**config.mk**
```make
export PLATFORM = sky130hd
export DESIGN_NAME = fspia_ctrl
export DESIGN_NICKNAME = d
export VERILOG_FILES = /design/src/hw/rtl/fspia_pkg.sv /design/src/hw/rtl/fspia_ctrl.sv
export SDC_FILE = /design/constraint.sdc
export NUM_CORES = 1
export LEC_CHECK = 0
export BUFFER_PORTS_ARGS = -buffer_cell sky130_fd_sc_hd__buf_2
export CAP_MARGIN = 20
export CORE_AREA = 2 2 39 41
export CTS_CLUSTER_DIAMETER = 60
export DETAILED_ROUTE_END_ITERATION = 10
export DIE_AREA = 0 0 41 43
export PLACE_DENSITY = 0.31
export SLEW_MARGIN = 30
export SYNTH_ARGS = -nofsm -noshare
export SYNTH_HDL_FRONTEND = slang
export SYNTH_SLANG_ARGS = --single-unit
```
**constraint.sdc**
```tcl
create_clock -name clk_i -period 1.91 [get_ports clk_i]
set_input_delay 0 -clock clk_i [delete_from_list [all_inputs] [get_ports clk_i]]
set_output_delay 0 -clock clk_i [all_outputs]
set_load 0.02 [all_outputs]
```
**src/hw/rtl/fspia_pkg.sv**
```systemverilog
// Package of the first-seen port index assigner: field widths, command codes
// and the command and status structs between controller and datapath.
package fspia_pkg;

  localparam int KeyBitsDef = 16;
  localparam int FuncWidth  = 2;
  localparam int PortWidth  = 16;
  localparam int PosWidth   = 17;
  localparam int IdxWidth   = 17;

  typedef enum logic [FuncWidth-1:0] {
    FUNC_INDEX = 2'd0,
    FUNC_READ  = 2'd1,
    FUNC_CLEAR = 2'd2,
    FUNC_NOP   = 2'd3
  } func_e;

  typedef enum logic [1:0] {
    ST_SWEEP,
    ST_IDLE,
    ST_EXEC
  } state_e;

  // Controller to datapath.
  typedef struct packed {
    logic capture;  // latch the transaction and launch the table reads
    logic exec;     // evaluate, update the tables and load the result
    logic sweep;    // zero one forward table entry
  } fspia_cmd_t;

  // Datapath to controller.
  typedef struct packed {
    logic out_free;    // result register empty or being taken
    logic is_clear;    // latched command is a clear
    logic sweep_last;  // sweep address is at the last entry
  } fspia_status_t;

endpackage

```
**src/hw/rtl/fspia_ctrl.sv**
```systemverilog
// Controller of the port index assigner: sequences table sweeps, transaction
// capture and execution. Depends on fspia_pkg.
module fspia_ctrl (
  input  logic                    clk_i,
  input  logic                    rst_ni,
  input  logic                    in_valid_i,
  output logic                    in_ready_o,
  input  fspia_pkg::fspia_status_t status_i,
  output fspia_pkg::fspia_cmd_t    cmd_o
);
  import fspia_pkg::*;

  state_e state_q, state_d;

  always_ff @(posedge clk_i or negedge rst_ni) begin
    if (!rst_ni) begin
      state_q <= ST_SWEEP;
    end else begin
      state_q <= state_d;
    end
  end

  always_comb begin
    state_d     = state_q;
    in_ready_o  = 1'b0;
    cmd_o       = '0;
    unique case (state_q)
      ST_SWEEP: begin
        cmd_o.sweep = 1'b1;
        if (status_i.sweep_last) begin
          state_d = ST_IDLE;
        end
      end
      ST_IDLE: begin
        in_ready_o    = status_i.out_free;
        cmd_o.capture = in_valid_i & status_i.out_free;
        if (cmd_o.capture) begin
          state_d = ST_EXEC;
        end
      end
      ST_EXEC: begin
        cmd_o.exec = 1'b1;
        // A clear hands its result out first, then walks the forward table.
        state_d = status_i.is_clear ? ST_SWEEP : ST_IDLE;
      end
      default: begin
        state_d = ST_SWEEP;
      end
    endcase
  end

endmodule

```
==> results.md <==
Yosys:
- Synthesis handed over a netlist of 11 instances.
- The most used flip-flop cell after synthesis is dfrtp_1.
- By area the synthesized netlist is led by dfrtp_1 (42%), and4b_1 (17%), o32ai_2 (14%).
- The fraction of synthesized cell area taken by the top area cell type is 41.7%.
- In this run, synthesis inferred 0 flip-flops with an integrated enable.
- For this run, the register share of the synthesized area comes to 41.7%.
- The synthesized netlist net count is 17.
- A synthesized cell averages 10.9 µm².
- The netlist area before placement is 120 µm².
- The count of unique library cells instantiated by Yosys is 8.
- Of all flip-flops after synthesis, the portion carrying an async set or reset was 100%.
- Of all cell types, the one taking the most synthesized area is dfrtp_1.
- Counting instances in the post-synthesis netlist gives the leading cell types as and4b_1 (2), dfrtp_1 (2), nor2_1 (2).
- The number of warnings printed during yosys synthesis is 0.
- The number of flip-flops and latches in the synthesized netlist is 2.

STA:
- In this run the tightest slew margin relative to its limit is 87.0%.
- Setup repair after global routing left no endpoint under its margin.
- At the pin with the least slew margin, the transition time is 194 ps.
- Summed over all failing endpoints, the final setup total negative slack is 0 ps.
- For this run, the top clock speed supported by timing is 0.948 GHz.
- In the finished design, the share of the clock period the worst path needs comes to 55.2%.
- Setup violations remaining at the end of the flow were counted as 0.
- Between clock sinks in the finished design, the worst skew comes to roughly 2.7 ps.
- The clock period minus worst slack is between 1000 and 1500 ps.
- The number of slew-limit violations in the final report is 0.
- The total count of hold-check failures in the final report was 0.
- Once routing completed, OpenROAD measured the worst setup slack at about 850 ps.
- The tightest hold path in the finished design has a slack of 89.6 ps.

Pwr:
- The overall power consumption is 211 µW.
- In this run the static leakage power is 0.127 nW.
- Across the VDD grid, the largest voltage drop is 0.145 mV.
- The share of power burned in registers is 28.6%.
- The clock network power share is 44.3%.
- The net switching power is 63.5 µW.
- Combinational logic burns 27.1% of the power.
- The power density of the placed cells is a little over 900 mW/mm².
- Of the total power, the share spent switching nets is 30.1%.
- The internal power is 147 µW.

Final layout:
- The register with the most flip-flops in the layout has 2 of them.
- At the end of the flow, the number of nets in the layout was 33.
- In the final layout, the registers with the most flip-flops are state_q: 2 flops.
- The area added between synthesis and finish is 89.6%.
- Cells with a size suffix above 1 make up 56.0% of the layout.
- Summing all flip-flop and latch instances after layout gives approximately 50 µm².
- The register with the most flip-flops is state_q.
- After the flow finishes, the layout carries non-filler instances totaling slightly above 40.
- Summing all non-filler instances in the final layout gives an area of ~230 µm².
- The combined area of the multi-input logic cells is 66.3 µm².
- The core occupancy in the finished layout is 16.5%.
- The number of antenna diodes in the final layout is 0.
- The count of fill cells added during filler insertion is ~160.

Routing:
- The count of TritonRoute iterations in the first routing pass is 2.
- The number of vias per cell is 3.41.
- The number of DRC violations after detailed-routing iteration 0 is 2.
- For this block, the via count after detailed routing is 140.
- The detail route stage leaves a number of antenna-violating nets equal to 0.
- The detailed-route wire length is 343 µm.
- After detailed routing, the number of remaining DRC violations is 0.
- After detailed routing, the average wire length per cell comes to 8.37 µm.

Clock network:
- The number of buffers on the longest clock path is 2.
- The register clock-pin slew on the reported worst setup and hold paths is 30 ps.
- The post-CTS setup-driven buffer insertion count is 0.
- TritonCTS built the clock tree.
- CTS saw 2 sinks.
- CTS built an H-tree with a depth of 1.
- Counting the buffers created by CTS gives 3.
- The root cell of the clock tree is clkbuf_4.
- The count of hold-fix buffers inserted at cts is 2.
- The number of gates resized after CTS was 0.
- The clock latency of the later-clocked register in the worst-skew pair is 220 ps.

Setup path:
- The arrival time at the worst endpoint is 1060 ps.
- The worst setup path is launched from a flip-flop.
- For the worst setup path, the data required time is 1910 ps.
- By startpoint and endpoint, the worst setup path is classified as reg2out.
- The worst setup path is captured at an output port.
- The maximum net fanout on the critical path is 7.

Global route:
- The number of antenna violations at the first check in global routing is 0.
- The first global-routing pass estimated between 500 and 600 µm of wire.
- Global routing used 5.41% of the available tracks.
- The number of global-route vias before repair is between 100 and 150.
- Entering global routing, the biggest net connects 8 pins.
- After global routing the overflow that remains totals 0.

Placed design:
- Buffers placed on the I/O ports in this run total 9.
- The worst-case setup slack after placement is ~1000 ps.
- Once placement finished, the instance area stood at 185 µm².
- Counting tap cells, the placed design contains a total of 36 instances.
- The global placement routability congestion is about 0.54.
- The HPWL after detailed placement is 258 µm.

Worst hold path:
- The worst hold-check path type is in2async.

Floorplanning:
- The starting density of the core is 8.68%.
- The row count is 14.
- The x dimension of the die is 41 µm.
- The die area is approximately 0.0018 mm².
- The floorplan step defined a core boundary enclosing ~0.0014 mm².
- In this run the vertical extent of the chip is between 40 and 50 µm.
- For this design the top-level I/O count stands at 10.

Run:
- Across the run, the number of max-cap violations was 0.

Run status:
- The run finished with clean final reports.
worst max-delay path, cell delays in order (launching register included):
cell      delay, ps
dfrtp_1         430
nand2b_1        190
inv_1            60
buf_2           150
power by group through the flow:
| stage | registers, mW | logic [mW] | clock network, mW |
|---|---|---|---|
| after CTS | 0.0598 | 0.0578 | 0.101 |
| after floorplan | 0.0566 | 0.0362 | 0 |
| final | 0.0601 | 0.0571 | 0.0934 |
| after detailed placement | 0.0603 | 0.0547 | 0 |
| after global routing | 0.0619 | 0.0634 | 0.103 |
| after global placement | 0.0594 | 0.0545 | 0 |
final timing paths:
path	start	endpoint	slack, ps	cells after the start
min	rst_ni	state_q[0]	90	2
max reg2reg	state_q[0]	state_q[0]	960	2
max in group asynchronous	rst_ni	state_q[1]	1720	2
min in group clk_i	in_valid_i	state_q[1]	110	2
min reg2reg	state_q[1]	state_q[0]	580	1
max	state_q[0]	cmd_o[1]	850	3
final cells by class:
| type | instances | share of cell area, % |
|---|---|---|
| sequential | 2 | 22.0 |
| tap | 16 | 8.79 |
| timing repair buffer | 11 | 28.6 |
| multi-input combinational | 8 | 29.1 |
| clock buffer | 3 | 9.89 |
| inverter | 1 | 1.65 |
layer usage:
| metal | share of wire, % | wire length (µm) | vias up | global-route usage [%] |
|---|---|---|---|---|
| met5 | 0 | 0 | - | 0 |
| met4 | 0 | 0 | 0 | 8.00 |
| met3 | 15 | 50 | 0 | 1.57 |
| met2 | 38 | 132 | 10 | 5.00 |
| met1 | 46 | 159 | 60 | 7.35 |
| li1 | - | - | 70 | - |
cells in the final DEF (no fill, tap or decap):
cell,synthesis,routed
and3_1,1,1
nand2b_1,1,1
buf_2,0,9
dfrtp_1,2,2
o32ai_2,1,1
nor2_1,2,2
inv_1,1,1
and3b_2,1,1
dlygate4sd3_1,0,2
and4b_1,2,2
clkbuf_4,0,3
kinds of logic (layout without fill, tap and decap cells):
group	count (synthesis)	in the layout	share of synthesized area [%]
and+or+nand+nor	7	7	41.7
DFF	2	2	41.7
AOI/OAI and AO/OA	1	1	13.5
buffers and inverters	1	15	3.12
Power figures use the tool's default switching activity.
